`src/rtl/core/lim_pkg.sv`:
```
`default_nettype none

package lim_pkg;

   localparam int unsigned CNT_W         = 16;
   localparam int unsigned DELAY_W       = 16;
   localparam int unsigned CSR_INDEX_W   = 2;
   localparam int unsigned REQ_TDATA_W   = 8;
   localparam int unsigned RSP_TDATA_W   = 8;

   localparam logic [CNT_W-1:0] CHECK_SETTLE_TICKS = 16'd10;
   localparam logic [CNT_W-1:0] CNT_MAX            = {CNT_W{1'b1}};
   localparam logic [DELAY_W-1:0] DELAY_RESET      = 16'd20;

   localparam logic [CSR_INDEX_W-1:0] CSR_UP_START_DELAY   = 2'd0;
   localparam logic [CSR_INDEX_W-1:0] CSR_DOWN_START_DELAY = 2'd1;
   localparam logic [CSR_INDEX_W-1:0] CSR_STOP_DELAY       = 2'd2;

   typedef enum logic [3:0] {
      MODE_INIT     = 4'd0,
      MODE_CHECK    = 4'd1,
      MODE_UP_START = 4'd2,
      MODE_UP_RUN   = 4'd3,
      MODE_UP_STOP  = 4'd4,
      MODE_DN_START = 4'd5,
      MODE_DN_RUN   = 4'd6,
      MODE_DN_STOP  = 4'd7,
      MODE_EXITED   = 4'd8
   } mode_type;

   typedef enum logic [1:0] {
      PHASE_NONE = 2'd0,
      PHASE_UP   = 2'd1,
      PHASE_DOWN = 2'd2
   } phase_type;

   typedef struct packed {
      logic taught;
      logic button_down;
      logic button_up;
      logic down_limit;
      logic up_limit;
      logic door_relay;
   } contacts_type;

   typedef struct packed {
      logic [DELAY_W-1:0] stop_delay;
      logic [DELAY_W-1:0] down_start_delay;
      logic [DELAY_W-1:0] up_start_delay;
   } delays_type;

endpackage

`default_nettype wire

```
`src/rtl/core/lim_next.sv`:
```
`default_nettype none

module lim_next (
   input  lim_pkg::mode_type         mode,
   input  logic [lim_pkg::CNT_W-1:0] cnt,
   input  lim_pkg::contacts_type     contacts,
   input  lim_pkg::delays_type       delays,
   output lim_pkg::mode_type         next_mode
);
   import lim_pkg::*;

   logic door;
   logic ul;
   logic dl;
   logic bu;
   logic bd;

   assign door = contacts.door_relay;
   assign ul   = contacts.up_limit;
   assign dl   = contacts.down_limit;
   assign bu   = contacts.button_up;
   assign bd   = contacts.button_down;

   always_comb begin
      next_mode = mode;
      unique case (mode)
         MODE_INIT: begin
            if (contacts.taught) begin
               next_mode = MODE_EXITED;
            end else if (door) begin
               next_mode = MODE_CHECK;
            end
         end
         MODE_CHECK: begin
            if (!door) begin
               next_mode = MODE_INIT;
            end else if (cnt > CHECK_SETTLE_TICKS) begin
               if (!ul && bu && !bd) begin
                  next_mode = MODE_UP_START;
               end else if (!dl && bd && !bu) begin
                  next_mode = MODE_DN_START;
               end
            end
         end
         MODE_UP_START: begin
            if (!bu || ul) begin
               next_mode = MODE_CHECK;
            end else if (cnt > delays.up_start_delay) begin
               next_mode = MODE_UP_RUN;
            end
         end
         MODE_UP_RUN: begin
            if (!bu || ul) begin
               next_mode = MODE_UP_STOP;
            end
         end
         MODE_DN_START: begin
            if (!bd || dl) begin
               next_mode = MODE_CHECK;
            end else if (cnt > delays.down_start_delay) begin
               next_mode = MODE_DN_RUN;
            end
         end
         MODE_DN_RUN: begin
            if (!bd || dl) begin
               next_mode = MODE_DN_STOP;
            end
         end
         MODE_UP_STOP, MODE_DN_STOP: begin
            if (cnt > delays.stop_delay) begin
               next_mode = MODE_CHECK;
            end
         end
         default: begin
            next_mode = mode;
         end
      endcase
   end

endmodule

`default_nettype wire

```
`src/rtl/core/lift_inspection_mode_fsm.sv`:
```
// Channel  Direction  Width  Contents
// req      in         8      door_relay, up_limit, down_limit, button_up, button_down, taught
// rsp      out        8      mode_state[3:0], travel_phase[5:4], to_automatic[6]
// csr      in         2+16   register index, delay value
//
// One request per cycle; each request gives one response in the following cycle.
// Mode and tick count update at request acceptance; the response register
// holds the result until taken, and a new request is taken in the same cycle.
// A stalled response stalls requests. Reset clears mode, count and delays to
// their initial values; csr writes are always taken.
`default_nettype none

module lift_inspection_mode_fsm (
   input  logic                               clock,
   input  logic                               reset,
   input  logic                               req_tvalid,
   output logic                               req_tready,
   // [0] door_relay [1] up_limit [2] down_limit [3] button_up [4] button_down
   // [5] taught [7:6] zero
   input  logic [lim_pkg::REQ_TDATA_W-1:0]    req_tdata,
   output logic                               rsp_tvalid,
   input  logic                               rsp_tready,
   // [3:0] mode_state [5:4] travel_phase [6] to_automatic [7] zero
   output logic [lim_pkg::RSP_TDATA_W-1:0]    rsp_tdata,
   input  logic                               csr_valid,
   output logic                               csr_ready,
   input  logic [lim_pkg::CSR_INDEX_W-1:0]    csr_index,
   input  logic [lim_pkg::DELAY_W-1:0]        csr_data
);
   import lim_pkg::*;

   mode_type               mode_ff;
   mode_type               mode_in;
   logic [CNT_W-1:0]       cnt_ff;
   logic [CNT_W-1:0]       cnt_in;
   delays_type             delays_ff;
   delays_type             delays_in;
   logic                   rsp_valid_ff;
   logic                   rsp_valid_in;
   logic [RSP_TDATA_W-1:0] rsp_data_ff;
   logic [RSP_TDATA_W-1:0] rsp_data_in;

   contacts_type           contacts;
   mode_type               next_mode;
   phase_type              phase;
   logic                   req_fire;

   assign contacts   = contacts_type'(req_tdata[5:0]);
   assign req_tready = !rsp_valid_ff || rsp_tready;
   assign req_fire   = req_tvalid && req_tready;
   assign csr_ready  = 1'b1;

   lim_next u_next (
      .mode      (mode_ff),
      .cnt       (cnt_ff),
      .contacts  (contacts),
      .delays    (delays_ff),
      .next_mode (next_mode)
   );

   always_comb begin
      unique case (next_mode)
         MODE_UP_START, MODE_UP_RUN, MODE_UP_STOP: phase = PHASE_UP;
         MODE_DN_START, MODE_DN_RUN, MODE_DN_STOP: phase = PHASE_DOWN;
         default:                                  phase = PHASE_NONE;
      endcase
   end

   always_comb begin
      mode_in      = mode_ff;
      cnt_in       = cnt_ff;
      rsp_valid_in = rsp_valid_ff;
      rsp_data_in  = rsp_data_ff;
      delays_in    = delays_ff;

      if (rsp_valid_ff && rsp_tready) begin
         rsp_valid_in = 1'b0;
      end

      if (req_fire) begin
         mode_in = next_mode;
         if (next_mode != mode_ff) begin
            cnt_in = '0;
         end else if (cnt_ff != CNT_MAX) begin
            cnt_in = cnt_ff + 1'b1;
         end
         rsp_valid_in = 1'b1;
         rsp_data_in  = {1'b0, (next_mode == MODE_EXITED), phase, next_mode};
      end

      if (csr_valid) begin
         unique case (csr_index)
            CSR_UP_START_DELAY:   delays_in.up_start_delay   = csr_data;
            CSR_DOWN_START_DELAY: delays_in.down_start_delay = csr_data;
            CSR_STOP_DELAY:       delays_in.stop_delay       = csr_data;
            default:              delays_in                  = delays_ff;
         endcase
      end
   end

   always_ff @(posedge clock) begin
      if (reset) begin
         mode_ff      <= MODE_INIT;
         cnt_ff       <= '0;
         rsp_valid_ff <= 1'b0;
         delays_ff    <= '{stop_delay: DELAY_RESET, down_start_delay: DELAY_RESET,
                           up_start_delay: DELAY_RESET};
      end else begin
         mode_ff      <= mode_in;
         cnt_ff       <= cnt_in;
         rsp_valid_ff <= rsp_valid_in;
         delays_ff    <= delays_in;
      end
   end

   always_ff @(posedge clock) begin
      rsp_data_ff <= rsp_data_in;
   end

   assign rsp_tvalid = rsp_valid_ff;
   assign rsp_tdata  = rsp_data_ff;

endmodule

`default_nettype wire

```
`config.mk`:
```
export PLATFORM = sky130hd
export DESIGN_NAME = lift_inspection_mode_fsm
export DESIGN_NICKNAME = d
export VERILOG_FILES = /design/src/rtl/core/lim_pkg.sv /design/src/rtl/core/lim_next.sv /design/src/rtl/core/lift_inspection_mode_fsm.sv
export SDC_FILE = /design/constraint.sdc
export NUM_CORES = 1
export LEC_CHECK = 0
export BUFFER_PORTS_ARGS = -buffer_cell sky130_fd_sc_hd__buf_2
export CAP_MARGIN = 5
export CELL_PAD_IN_SITES_DETAIL_PLACEMENT = 2
export CELL_PAD_IN_SITES_GLOBAL_PLACEMENT = 2
export CORE_MARGIN = 2
export CORE_UTILIZATION = 38
export CTS_CLUSTER_DIAMETER = 80
export DETAILED_ROUTE_END_ITERATION = 12
export PLACE_DENSITY_LB_ADDON = 0.1
export SKIP_CTS_REPAIR_TIMING = 1
export SLEW_MARGIN = 20
export SYNTH_ARGS = -nofsm -noshare
export SYNTH_HDL_FRONTEND = slang
export SYNTH_HIERARCHICAL = 1
export SYNTH_SLANG_ARGS = --single-unit
```
`constraint.sdc`:
```
create_clock -name clock -period 6.15 [get_ports clock]
set_input_delay 1.23 -clock clock [delete_from_list [all_inputs] [get_ports clock]]
set_output_delay 1.23 -clock clock [all_outputs]
set_load 0.05 [all_outputs]
```
Word level (Yosys, flattened, before mapping)
Index checks and enable logic that the tools add are counted.
{"block": "totals", "elab_cells": 74, "reg_bits": 76, "inputBits": 31, "out_inout_bits": 11}
{"block": "op_classes", "add_sub_neg": 1, "reduce_logical": 25, "n_mux": 19, "order_cmp": 4, "n_eq_ne": 18}
{"op": "$mux 4", "n": 13}
{"op": "$gt 16x16->1", "n": 3}
{"op": "$eq 4x3->1 const B", "n": 8}
{"op": "$mux 16", "n": 2}
{"op": "$pmux 4 s7", "n": 1}
{"op": "$add 16x1->16 const B", "n": 1}
{"op": "$eq 4x2->1 const B", "n": 4}
{"op": "$gt 16x4->1 const B", "n": 1}
{"op": "$ne 16x16->1 const B", "n": 1}
{"op": "$reduce_and 2->1", "n": 4}
{"op": "$logic_and 1x1->1", "n": 6}
{"op": "$reduce_or 3->1", "n": 2}
{"op": "$logic_not 1->1", "n": 5}
{"op": "$eq 4x1->1 const B", "n": 1}
{"op": "$eq 4x4->1 const B", "n": 1}
{"op": "$logic_not 4->1", "n": 1}
{"op": "$ne 4x4->1", "n": 1}
{"op": "$pmux 2 s2", "n": 1}
{"op": "$reduce_bool 2->1", "n": 2}
{"op": "$logic_or 1x1->1", "n": 3}
{"op": "$eq 2x1->1 const B", "n": 1}
{"op": "$eq 2x2->1 const B", "n": 1}
{"op": "$logic_not 2->1", "n": 1}
{"op": "$mux 1", "n": 2}
{"op": "$reduce_or 2->1", "n": 1}

Depth between registers and ports, before layout
Gate-level depths: netlist (run 1).
{"block": "depth", "word_depth": 11, "mapped_depth": 14, "depth_no_buf": 13}

Cells and area by module
The synthesis (run 1) kept the hierarchy.
{"mod": "lift_inspection_mode_fsm", "instances": 1, "cells_each": 369, "area_each_um2": 3081.7, "seq_area_each_um2": 1591.5}
{"mod": "lim_next", "instances": 1, "cells_each": 217, "area_each_um2": 1505.2, "seq_area_each_um2": 0.0}

Worst setup path before layout (run 1)
No wires, ideal clock.
{"block": "synth_timing", "path_kind": "in2reg", "start": "input port req_tdata[3] (netlist name)", "end": "register cnt_ff[9]", "setup_ns": 0.074, "path_slack_ns": 2.877, "arrival_ns": 3.199, "path_buffers": 1, "required_ns": 6.076, "stages": 12, "cell_sequence": "nor2b_1 > o211ai_1 > a211o_2 > nor3_1 > or4_1 > nand4_1 > xnor2_1 > nand4_1 > nor3_1 > buf_2 > a41oi_1 > a31oi_1"}
{"block": "synth_between", "elab_chain_cells": 10, "elab_cells_between_ends": 16, "classes_between": "1 x eq/ne; 8 x mux; 7 x reduce/logical"}
{"element": "from (decl)", "line": "lift_inspection_mode_fsm.sv:20", "source": "input logic [lim_pkg::REQ_TDATA_W-1:0] req_tdata,"}
{"element": "$logic_not 1->1", "line": "lim_next.sv:40, lim_next.sv:46, lim_next.sv:53"}
{"element": "$logic_and 1x1->1", "line": "lim_next.sv:40", "source": "end else if (!dl && bd && !bu) begin"}
{"element": "$mux 4", "line": "lim_next.sv:40"}
{"element": "$mux 4", "line": "lim_next.sv:38", "source": "if (!ul && bu && !bd) begin"}
{"element": "$mux 4", "line": "lim_next.sv:37", "source": "end else if (cnt > CHECK_SETTLE_TICKS) begin"}
{"element": "$mux 4", "line": "lim_next.sv:35", "source": "if (!door) begin"}
{"element": "$pmux 4 s7 (*)", "line": "lim_next.sv:26", "source": "unique case (mode)"}
{"element": "via next_mode[0]", "line": "lift_inspection_mode_fsm.sv:44", "source": "mode_type next_mode;"}
{"element": "$ne 4x4->1 (*)", "line": "lift_inspection_mode_fsm.sv:82", "source": "if (next_mode != mode_ff) begin"}
{"element": "$reduce_bool 2->1 (no source line)"}
{"element": "$reduce_and 2->1 (no source line)"}
{"element": "to (signal assigned)", "line": "lift_inspection_mode_fsm.sv:110", "source": "cnt_ff <= cnt_in;"}
{"element": "to (decl)", "line": "lift_inspection_mode_fsm.sv:34", "source": "logic [CNT_W-1:0] cnt_ff;"}
The timed path passes the listed nets; every way through them passes the cells marked *.
A chain may end at the register's enable or synchronous reset.

Worst setup path after layout (run 1)
{"block": "layout_timing", "start": "register cnt_ff[11]", "end": "register cnt_ff[14]"}
{"block": "layout_between", "elab_chain_cells": 7, "elab_cells_between_ends": 19, "classes_between": "1 x add/sub; 4 x order compare; 2 x eq/ne; 10 x mux; 2 x reduce/logical"}
{"element": "$gt 16x16->1, or another cell as far along", "line": "lim_next.sv:60", "source": "end else if (cnt > delays.down_start_delay) begin"}
{"element": "$mux 4 (on tied branches)", "line": "lim_next.sv:60, lim_next.sv:48, lim_next.sv:37"}
{"element": "$mux 4 (on tied branches)", "line": "lim_next.sv:58, lim_next.sv:46, lim_next.sv:35"}
{"element": "$pmux 4 s7 (*)", "line": "lim_next.sv:26"}
{"element": "via next_mode[2]", "line": "lift_inspection_mode_fsm.sv:44"}
{"element": "$ne 4x4->1 (*)", "line": "lift_inspection_mode_fsm.sv:82"}
{"element": "$reduce_bool 2->1 (no source line)"}
{"element": "$reduce_and 2->1 (no source line)"}
The timed path passes the listed nets; every way through them passes the cells marked *. The select of a mux whose other input is x is not followed.

==> results.sh, run 1 <==
export IMPL_num_vias=4348
export IMPL_placement_rows=40
export IMPL_tightestPinTransition_ns=0.963
export IMPL_post_synth_xor_xnor_area_pct=0.955
export IMPL_min_delay_worst_type="flip-flop to flip-flop"
export IMPL_finalPower_mw=1.25
export IMPL_final_setup_skew_ns=0.00829
export IMPL_synth_ff_latch_count=76
export IMPL_design_portCount=42
export IMPL_wl_per_cell_um=19.8
export IMPL_minimum_clock_period_ns=4.24
export IMPL_dieHeight_um=114
export IMPL_clock_sinks=76
export IMPL_synth_most_common_cell="sky130_fd_sc_hd__nand2_1"
export IMPL_yosys_mux_area_fraction_pct=0.218
export IMPL_worstPathCellList="ha_1, nand4_1, nor4_1, maj3_1, o21ai_0, nand4_1, xnor2_1, nand4_1, nor2_2, nor2_1, a211oi_1"
export IMPL_gp_routability_congestion=0.819
export IMPL_report_final_setup_viol=0
export IMPL_avgSynthCellArea_um2=7.83
export IMPL_standby_leakage_power_nw=2.01
export IMPL_final_setup_worst_slack_ns=1.91
export IMPL_synth_net_count=666
export IMPL_critical_path_n_buffers_inverters=0
export IMPL_peakVddDrop_v=0.0000966
export IMPL_fraction_of_the_mapped_netlist_area_in_compound_gates_pct=17.1
export IMPL_post_route_period_util_pct=68.9
export IMPL_synth_top_cells_by_count="sky130_fd_sc_hd__nand2_1 (130), sky130_fd_sc_hd__a21oi_1 (75), sky130_fd_sc_hd__dfxtp_1 (69)"
export IMPL_synth_sequential_area_ratio_pct=34.7
export IMPL_synthesis_area_mm2=0.00459
export IMPL_grt_pass1_wl_um=24800
export IMPL_global_route_congestion_overflow_total=0
export IMPL_synth_edf_count=7
export IMPL_worst_skew_pair_late_latency_ns=0.35
export IMPL_hold_viol_final=0
export IMPL_grt_pass1_vias=4701
export IMPL_fin_area_mm2=0.00516
export IMPL_run_status="finished clean"
export IMPL_synth_top_cell_area_share_pct=30.1
export IMPL_clk_transition_reported_paths_ns=0.06
export IMPL_pin_count_of_the_biggest_net_entering_global_routing=60
export IMPL_gr_usage_all_layers_pct=24.9
export IMPL_h_tree_depth=3
export IMPL_tritonroute_pass_1_iters=4
export IMPL_drcViolationCount=0
export IMPL_cp_arrival_ns=4.48
export IMPL_final_setup_tns_ns=0
export IMPL_clock_tree_buf_depth=2
export IMPL_synth_fa_ha_area_share_pct=13.6
export IMPL_totalWireLength_um=15200
export IMPL_first_iter_violations=142
export IMPL_path_delay_family="simple AND/OR/NAND/NOR gates"
export IMPL_antenna_diode_count=0
export IMPL_ys_warn_count=6
export IMPL_critical_path_peak_fanout=15
export IMPL_io_buffer_count=37
export IMPL_design_core_area_mm2=0.0119
export IMPL_main_combinational_cell_family_by_area_after_synthesis="simple AND/OR/NAND/NOR gates"
export IMPL_asyncSetResetFlopFracSynth_pct=0
export IMPL_yosys_cell_types_count=67
export IMPL_required_time_at_the_endpoint_of_the_critical_path_ns=6.40
export IMPL_drv_cap=0
export IMPL_cts_buffers=9
export IMPL_crit_path_frequent_cell="sky130_fd_sc_hd__nand4_1"
export IMPL_placed_instances=750
export IMPL_worst_path_slowest_cell="sky130_fd_sc_hd__nor4_1"
export IMPL_ys_flop_type="sky130_fd_sc_hd__dfxtp_1"
export IMPL_placement_setup_worst_slack_ns=1.79
export IMPL_cts_tree="done"
export IMPL_worst_setup_path_start_kind="flip-flop"
export IMPL_timing_critical_path_to_type="flip-flop"
export IMPL_post_route_cells_drive_above_1_share_pct=12.6
export IMPL_post_drt_via_cell_ratio=5.68
export IMPL_starting_density_pct=38.5
export IMPL_dieWidth_um=114
export IMPL_drtAntennaViolNets=0
export IMPL_dp_hpwl_um=11200
export IMPL_achievable_frequency_ghz=0.236
export IMPL_clock_tree_root_cell="sky130_fd_sc_hd__clkbuf_16"
export IMPL_final_util_pct=43.3
export IMPL_dpl_cell_area_mm2=0.00486
export IMPL_fp_dieArea_mm2=0.0130
export IMPL_yosys_top_cells_area="sky130_fd_sc_hd__dfxtp_1 (30%), sky130_fd_sc_hd__ha_1 (13%), sky130_fd_sc_hd__nand2_1 (11%), sky130_fd_sc_hd__a21oi_1 (8.2%), sky130_fd_sc_hd__edfxtp_1 (4.6%)"
export IMPL_hold_slack_ns=0.453
export IMPL_finish_cell_count_without_fillers=765
export IMPL_grt_antenna_before_repair=0
export IMPL_synth_simple_gate_area_share_pct=26.2
export IMPL_timing_slew_headroom_pct=35.2
export IMPL_power_per_cell_area_mw_per_mm2=242
export IMPL_cell_type_with_the_highest_aggregate_area_in_the_netlist="sky130_fd_sc_hd__dfxtp_1"
export IMPL_timing_setup_critical_path_class="flip-flop to flip-flop"
export IMPL_report_final_slew_viol_count=0
export IMPL_areaGrowthSynthToFinish_pct=12.4
export IMPL_synth_cells=586
export IMPL_num_nets_final=694
export IMPL_crit_path_largest_cell_delay_ns=0.86
export IMPL_rsz0062_at_grt="false"
-- sequential cells by signal (all words and copies together) (netlist names) --
name and cells:
cnt_ff 16, delays_ff 48, mode_ff 4, rsp_tdata 7, rsp_tvalid 1
-- cells in the final DEF, fill, tap and decap left out, types with 3 or more instances in the layout --
master / netlist / layout
sky130_fd_sc_hd__inv_1: 53 / 53
sky130_fd_sc_hd__clkbuf_16: 0 / 10
sky130_fd_sc_hd__o21ai_1: 4 / 4
sky130_fd_sc_hd__a21oi_1: 75 / 75
sky130_fd_sc_hd__nor2_1: 12 / 12
sky130_fd_sc_hd__o31ai_1: 3 / 3
sky130_fd_sc_hd__nor3_1: 14 / 14
sky130_fd_sc_hd__xnor2_1: 4 / 4
sky130_fd_sc_hd__a211oi_1: 3 / 3
sky130_fd_sc_hd__a21o_1: 3 / 3
sky130_fd_sc_hd__buf_2: 2 / 36
sky130_fd_sc_hd__nand2_1: 130 / 130
sky130_fd_sc_hd__buf_4: 2 / 4
sky130_fd_sc_hd__o211ai_1: 5 / 5
sky130_fd_sc_hd__nand3b_1: 9 / 9
sky130_fd_sc_hd__nor2b_1: 6 / 6
sky130_fd_sc_hd__nand3_1: 12 / 12
sky130_fd_sc_hd__a31oi_1: 8 / 8
sky130_fd_sc_hd__edfxtp_1: 7 / 7
sky130_fd_sc_hd__nand2b_1: 4 / 4
sky130_fd_sc_hd__clkbuf_8: 1 / 3
sky130_fd_sc_hd__or2_2: 3 / 3
sky130_fd_sc_hd__a41oi_1: 3 / 3
sky130_fd_sc_hd__dfxtp_1: 69 / 69
sky130_fd_sc_hd__ha_1: 49 / 49
sky130_fd_sc_hd__nor2_2: 4 / 4
sky130_fd_sc_hd__nand4_1: 21 / 21
sky130_fd_sc_hd__nor4_1: 6 / 6
sky130_fd_sc_hd__o21ai_0: 12 / 12
-- logic make-up (layout without fill, tap and decap cells) --
group,after synthesis,after routing
flip-flops,76,76
adder cells (fa/ha/maj),50,50
AND/OR/NAND/NOR,243,243
other,2,2
buffers and inverters,77,109
multiplexers,1,1
AO/OA/AOI/OAI,132,132
XOR/XNOR,5,5
-- power breakdown --
part / internal (mW) / leakage [nW] / switching [mW]
Sequential: 0.520 / 0.631 / 0.0190
Clock: 0.329 / 0.147 / 0.210
Combinational: 0.0545 / 1.23 / 0.114
-- worst paths after layout --
check | from | endpoint | slack, ns | cells after the start
worst max register to register | cnt_ff[11] | cnt_ff[14] | 1.91 | 11
worst min register to register | delays_ff[42] | delays_ff[42] | 0.45 | 2
worst max-delay path | cnt_ff[11] | cnt_ff[14] | 1.91 | 11
worst min-delay path | delays_ff[42] | delays_ff[42] | 0.45 | 2
-- routing by layer --
metal  routed length [um]  track usage, %  vias to the layer above
met3                  301            3.13                       15
met4                  238            8.21                        0
met1                 6610            29.2                     2175
met5                    0               0                        -
met2                 8010            47.0                       56
li1                     -               -                     2102
-- worst reg2reg max path, cell delays in order, from the launching register on --
cell	delay, ns
sky130_fd_sc_hd__dfxtp_1	0.65
sky130_fd_sc_hd__ha_1	0.29
sky130_fd_sc_hd__nand4_1	0.19
sky130_fd_sc_hd__nor4_1	0.86
sky130_fd_sc_hd__maj3_1	0.33
sky130_fd_sc_hd__o21ai_0	0.09
sky130_fd_sc_hd__nand4_1	0.27
sky130_fd_sc_hd__xnor2_1	0.17
sky130_fd_sc_hd__nand4_1	0.26
sky130_fd_sc_hd__nor2_2	0.61
sky130_fd_sc_hd__nor2_1	0.17
sky130_fd_sc_hd__a211oi_1	0.24
-- final cells by class --
type / instances / area (um^2)
clock buffer: 15 / 299
fill: 1376 / 6750
inverter: 54 / 203
multi-input combinational: 433 / 2670
sequential: 76 / 1590
tap: 147 / 184
timing repair buffer: 40 / 210
Power figures use the tool's default switching activity.
==> run 2: changes to the inputs <==
CORE_UTILIZATION = 35   (was 38)
clock period = 4.02 ns   (was 6.15 ns; I/O delays follow)
==> run 2 against run 1 <==
Critical path depth stayed put. Register-to-register slack got worse by 1.5 ns. Setup slack got worse by 1.5 ns. Wire length is 4.7% higher. Via count up 2.3%. Highest routed layer unchanged.
==> results.sh, run 2 (synthesis results as in run 1) <==
export IMPL_run_status="finished clean"
export IMPL_post_drt_via_cell_ratio=5.52
export IMPL_minimum_clock_period_ns=3.65
export IMPL_placed_instances=789
export IMPL_final_setup_tns_ns=0
export IMPL_antenna_diode_count=0
export IMPL_timing_setup_critical_path_class="flip-flop to flip-flop"
export IMPL_final_setup_skew_ns=0.00460
export IMPL_drcViolationCount=0
export IMPL_fp_dieArea_mm2=0.0140
export IMPL_post_route_period_util_pct=90.9
export IMPL_min_delay_path_depth=2
export IMPL_min_delay_worst_type="flip-flop to flip-flop"
export IMPL_multi_input_gate_area_mm2=0.00267
export IMPL_hp_start="delays_ff[26]"
export IMPL_min_to="delays_ff[26]"
export IMPL_worst_setup_path_start_kind="flip-flop"
export IMPL_hold_viol_final=0
export IMPL_fin_area_mm2=0.00534
export IMPL_crit_path_frequent_cell="sky130_fd_sc_hd__nand4_1"
export IMPL_gr_usage_all_layers_pct=23.7
export IMPL_areaGrowthSynthToFinish_pct=16.5
export IMPL_placement_rows=41
export IMPL_required_time_at_the_endpoint_of_the_critical_path_ns=4.25
export IMPL_worst_skew_pair_late_latency_ns=0.35
export IMPL_final_fill_count=1522
export IMPL_io_buffer_count=37
export IMPL_standby_leakage_power_nw=2.11
export IMPL_worst_r2r_path_depth=11
export IMPL_grt_pass1_wl_um=26100
export IMPL_ff2ff_setup_slack_ns=0.37
export IMPL_commonest_cells_after_routing_fill_and_taps_aside="sky130_fd_sc_hd__nand2_1 (130), sky130_fd_sc_hd__a21oi_1 (75), sky130_fd_sc_hd__dfxtp_1 (69), sky130_fd_sc_hd__inv_1 (53), sky130_fd_sc_hd__ha_1 (49)"
export IMPL_finish_cell_count_without_fillers=805
export IMPL_top_register="delays_ff"
export IMPL_first_iter_violations=200
export IMPL_report_final_slew_viol_count=0
export IMPL_cts_buffers=9
export IMPL_crit_path_largest_cell_delay_ns=0.54
export IMPL_pin_count_of_the_biggest_net_entering_global_routing=36
export IMPL_regToRegStartpoint="cnt_ff[15]"
export IMPL_clock_sinks=76
export IMPL_grt_pass1_vias=4909
export IMPL_clock_tree_root_cell="sky130_fd_sc_hd__clkbuf_16"
export IMPL_seqCellArea_mm2=0.00159
export IMPL_totalWireLength_um=15900
export IMPL_achievable_frequency_ghz=0.274
export IMPL_grt_antenna_before_repair=0
export IMPL_clock_tree_buf_depth=2
export IMPL_post_route_cells_drive_above_1_share_pct=14.8
export IMPL_worstReg2RegEnd="cnt_ff[12]"
export IMPL_design_portCount=42
export IMPL_gp_routability_congestion=0.875
export IMPL_timing_slew_headroom_pct=39.3
export IMPL_placement_setup_worst_slack_ns=0.377
export IMPL_wl_per_cell_um=19.7
export IMPL_report_final_setup_viol=0
export IMPL_design_core_area_mm2=0.0127
export IMPL_dpl_cell_area_mm2=0.00499
export IMPL_num_vias=4446
export IMPL_cp_arrival_ns=3.89
export IMPL_peakVddDrop_v=0.000225
export IMPL_timing_critical_path_to_type="flip-flop"
export IMPL_largest_register_ff_count=48
export IMPL_drv_cap=0
export IMPL_num_nets_final=708
export IMPL_tightestPinTransition_ns=0.908
export IMPL_starting_density_pct=36.1
export IMPL_dieHeight_um=118
export IMPL_worstPathCellList="buf_4, ha_1, nand4_1, a2111oi_0, a2111o_1, a21oi_1, or3_1, xnor2_1, nand4_1, or2_2, o31ai_1"
export IMPL_global_route_congestion_overflow_total=0
export IMPL_clk_transition_reported_paths_ns=0.06
export IMPL_cts_tree="done"
export IMPL_critical_path_peak_fanout=7
export IMPL_most_common_library_cell_in_the_layout_ignoring_fill_and_taps="sky130_fd_sc_hd__nand2_1"
export IMPL_final_util_pct=42.0
export IMPL_drtAntennaViolNets=0
export IMPL_rsz0062_at_grt="false"
export IMPL_tritonroute_pass_1_iters=4
export IMPL_power_per_cell_area_mw_per_mm2=388
export IMPL_dp_hpwl_um=11700
export IMPL_final_setup_worst_slack_ns=0.367
export IMPL_worst_path_slowest_cell="sky130_fd_sc_hd__a2111oi_0"
export IMPL_dieWidth_um=118
export IMPL_h_tree_depth=3
==> run 2: cell count changes in the layout (fill, tap and decap cells not counted), sizes merged <==
cell    change
buf        +14
bufinv      +3
clkbuf      -3
clkinv      +1
==> run 2: layout make-up <==
cell class	instances	share of cell area (%)
clock buffers	12	4.80
repair buffers	54	5.85
clock inverters	4	1.78
multi-input cells	433	50.0
flip-flops and latches	76	29.8
inverters	54	3.79
well taps	172	4.03
==> run 2: power breakdown <==
part	leakage [nW]	total [mW]	internal, mW	switching (mW)
registers	0.631	0.820	0.795	0.0241
logic	1.31	0.278	0.0950	0.183
clock network	0.173	0.974	0.640	0.334
==> run 2: worst max path at each step <==
stage	depth (start not counted)	slack, ns	from	end
floorplan	13	0.87	cnt_ff[15]	cnt_ff[9]
global placement	11	0.40	cnt_ff[15]	cnt_ff[12]
detailed placement	13	0.38	cnt_ff[15]	cnt_ff[5]
CTS	11	0.34	cnt_ff[15]	cnt_ff[12]
global route	11	0.14	cnt_ff[15]	cnt_ff[12]
finish	11	0.37	cnt_ff[15]	cnt_ff[12]
==> run 2: through the flow <==
stage	hold WS (ns)	power (mW)
after floorplan	0.436	1.01
after global placement	0.444	1.09
after detailed placement	0.451	1.11
after CTS	0.460	2.09
after global routing	0.477	2.16
final	0.459	2.07
==> run 2: layer usage <==
layer | wire [um] | vias to the layer above | GRT usage, %
met1 | 7110 | 2238 | 28.4
met2 | 8210 | 62 | 43.6
met3 | 399 | 13 | 5.02
met5 | 0 | - | 0
li1 | - | 2133 | -
met4 | 145 | 0 | 4.61
==> run 2: worst max-delay path: cells and delay by family, from the launching register on <==
family / cells / cell delay, ns
AOI/OAI and AO/OA: 4 / 1.17
and+or+nand+nor: 4 / 1.30
DFF: 1 / 0.38
xor gates and xnor gates: 1 / 0.18
buffers and inverters: 1 / 0.19
adders and majority gates: 1 / 0.31
==> run 3: changes to the inputs <==
CORE_UTILIZATION = 38   (was 35)
clock period = 4.3 ns   (was 4.02 ns; I/O delays follow)
==> run 3 against run 2 <==
Setup slack improved by 0.024 ns. Non-clock buffer count fell by 5. Power fell by 16%. Core utilization rose by 1.6 points. Clock-buffer cell count rose by 2. Combinational power fell by 9.4%. Sequential share of layout area rose by 0.84 points. Clock skew rose by 0.0010 ns. Maximum frequency fell by 6.6%. Critical path type unchanged.
==> results.sh, run 3 (synthesis results as in run 1) <==
export IMPL_run_status="finished clean"
export IMPL_first_iter_violations=127
export IMPL_fp_dieArea_mm2=0.0130
export IMPL_grt_pass1_vias=4674
export IMPL_dieHeight_um=114
export IMPL_cts_tree="done"
export IMPL_achievable_frequency_ghz=0.256
export IMPL_standby_leakage_power_nw=2.05
export IMPL_placement_rows=40
export IMPL_clock_tree_buf_depth=2
export IMPL_final_fill_count=1384
export IMPL_drtAntennaViolNets=0
export IMPL_required_time_at_the_endpoint_of_the_critical_path_ns=4.55
export IMPL_worstPathCellList="ha_1, nand4_1, or4_1, o21ai_1, nor3b_1, or3_1, xnor2_1, nand4_1, nor3_1, buf_4, a31oi_1, a31oi_1"
export IMPL_cell_internal_pwr_mw=1.25
export IMPL_post_route_cells_drive_above_1_share_pct=13.9
export IMPL_final_setup_tns_ns=0
export IMPL_h_tree_depth=3
export IMPL_power_per_cell_area_mw_per_mm2=335
export IMPL_ff2ff_setup_slack_ns=0.39
export IMPL_cts_buffers=9
export IMPL_design_portCount=42
export IMPL_timing_critical_path_to_type="flip-flop"
export IMPL_crit_path_largest_cell_delay_ns=0.68
export IMPL_timing_setup_critical_path_class="flip-flop to flip-flop"
export IMPL_regToRegStartpoint="cnt_ff[14]"
export IMPL_post_route_period_util_pct=90.9
export IMPL_largest_register_ff_count=48
export IMPL_dp_hpwl_um=11300
export IMPL_timing_slew_headroom_pct=42.5
export IMPL_multi_input_gate_area_mm2=0.00267
export IMPL_worst_path_slowest_cell="sky130_fd_sc_hd__or4_1"
export IMPL_total_switching_power_mw=0.494
export IMPL_hold_viol_final=0
export IMPL_gp_routability_congestion=0.839
export IMPL_clock_sinks=76
export IMPL_io_buffer_count=37
export IMPL_starting_density_pct=38.5
export IMPL_netSwitchingFraction_pct=28.3
export IMPL_design_core_area_mm2=0.0119
export IMPL_dieWidth_um=114
export IMPL_final_setup_skew_ns=0.00563
export IMPL_grt_antenna_before_repair=0
export IMPL_global_route_congestion_overflow_total=0
export IMPL_tritonroute_pass_1_iters=4
export IMPL_post_drt_via_cell_ratio=5.67
export IMPL_seqCellArea_mm2=0.00159
export IMPL_minimum_clock_period_ns=3.91
export IMPL_clk_transition_reported_paths_ns=0.06
export IMPL_worstReg2RegEnd="cnt_ff[11]"
export IMPL_num_nets_final=703
export IMPL_peakVddDrop_v=0.000149
export IMPL_areaGrowthSynthToFinish_pct=13.3
export IMPL_report_final_slew_viol_count=0
export IMPL_worst_skew_pair_late_latency_ns=0.34
export IMPL_critical_path_peak_fanout=11
export IMPL_grt_pass1_wl_um=24800
export IMPL_critical_path_n_buffers_inverters=1
export IMPL_hp_start="delays_ff[24]"
export IMPL_report_final_setup_viol=0
export IMPL_final_util_pct=43.6
export IMPL_clock_power_share_pct=41.3
export IMPL_min_delay_path_depth=2
export IMPL_finish_cell_count_without_fillers=775
export IMPL_commonest_cells_after_routing_fill_and_taps_aside="sky130_fd_sc_hd__nand2_1 (130), sky130_fd_sc_hd__a21oi_1 (75), sky130_fd_sc_hd__dfxtp_1 (69), sky130_fd_sc_hd__inv_1 (53), sky130_fd_sc_hd__ha_1 (49)"
export IMPL_worst_setup_path_start_kind="flip-flop"
export IMPL_min_to="delays_ff[24]"
export IMPL_antenna_diode_count=0
export IMPL_wl_per_cell_um=19.8
export IMPL_worst_r2r_path_depth=12
export IMPL_num_vias=4398
export IMPL_cp_arrival_ns=4.16
export IMPL_drv_cap=0
export IMPL_power_sequential_fraction_pct=44.2
export IMPL_rsz0062_at_grt="false"
export IMPL_gr_usage_all_layers_pct=24.9
export IMPL_most_common_library_cell_in_the_layout_ignoring_fill_and_taps="sky130_fd_sc_hd__nand2_1"
export IMPL_tightestPinTransition_ns=0.860
export IMPL_clock_tree_root_cell="sky130_fd_sc_hd__clkbuf_16"
export IMPL_power_share_combinational_pct=14.5
export IMPL_pin_count_of_the_biggest_net_entering_global_routing=60
export IMPL_path_delay_family="simple AND/OR/NAND/NOR gates"
export IMPL_drcViolationCount=0
export IMPL_finalPower_mw=1.74
export IMPL_top_register="delays_ff"
export IMPL_totalWireLength_um=15300
export IMPL_placed_instances=759
export IMPL_min_delay_worst_type="flip-flop to flip-flop"
[run 3: worst register-to-register path, cell delays in order, from the launching register on]
cell and delay, ns:
sky130_fd_sc_hd__dfxtp_1 0.59, sky130_fd_sc_hd__ha_1 0.25, sky130_fd_sc_hd__nand4_1 0.23, sky130_fd_sc_hd__or4_1 0.69, sky130_fd_sc_hd__o21ai_1 0.26, sky130_fd_sc_hd__nor3b_1 0.09
sky130_fd_sc_hd__or3_1 0.51, sky130_fd_sc_hd__xnor2_1 0.20, sky130_fd_sc_hd__nand4_1 0.24, sky130_fd_sc_hd__nor3_1 0.21, sky130_fd_sc_hd__buf_4 0.23, sky130_fd_sc_hd__a31oi_1 0.10
sky130_fd_sc_hd__a31oi_1 0.22
[run 3: how the worst max path moves through the flow]
stage | startpoint | end | cells after the start | slack (ns)
detailed placement | cnt_ff[12] | cnt_ff[5] | 12 | 0.44
global route | cnt_ff[12] | cnt_ff[10] | 12 | 0.20
CTS | cnt_ff[12] | cnt_ff[11] | 12 | 0.42
floorplan | cnt_ff[15] | cnt_ff[9] | 13 | 1.15
finish | cnt_ff[14] | cnt_ff[11] | 12 | 0.39
global placement | cnt_ff[13] | cnt_ff[11] | 12 | 0.58
[run 3: per-layer routing]
layer | share of wire, % | vias up | track usage, %
li1 | - | 2124 | -
met2 | 51 | 59 | 44.1
met5 | 0 | - | 0
met3 | 3.1 | 15 | 3.08
met1 | 45 | 2200 | 31.6
met4 | 1.5 | 0 | 7.89
[run 3: area by class of cell]
class,count,share of cell area [%]
Sequential cell,76,30.6
Inverter,54,3.90
Clock inverter,2,0.193
Tap cell,147,3.54
Timing Repair Buffer,49,5.30
Multi-Input combinational cell,433,51.4
Clock buffer,14,5.08
[run 3: power groups by stage]
stage,sequential (mW),combinational (mW),clock [mW]
floorplan,0.795,0.147,0
global placement,0.783,0.234,0
detailed placement,0.785,0.250,0
CTS,0.770,0.253,0.743
global route,0.773,0.280,0.768
finish,0.770,0.252,0.721
[run 3: metrics by stage]
step / instance area [um^2] / setup slack, ns / hold slack [ns]
global placement: 4920 / 0.580 / 0.445
CTS: 5200 / 0.416 / 0.460
detailed placement: 4920 / 0.441 / 0.451
global route: 5200 / 0.199 / 0.486
finish: 5200 / 0.391 / 0.458
floorplan: 4590 / 1.15 / 0.436
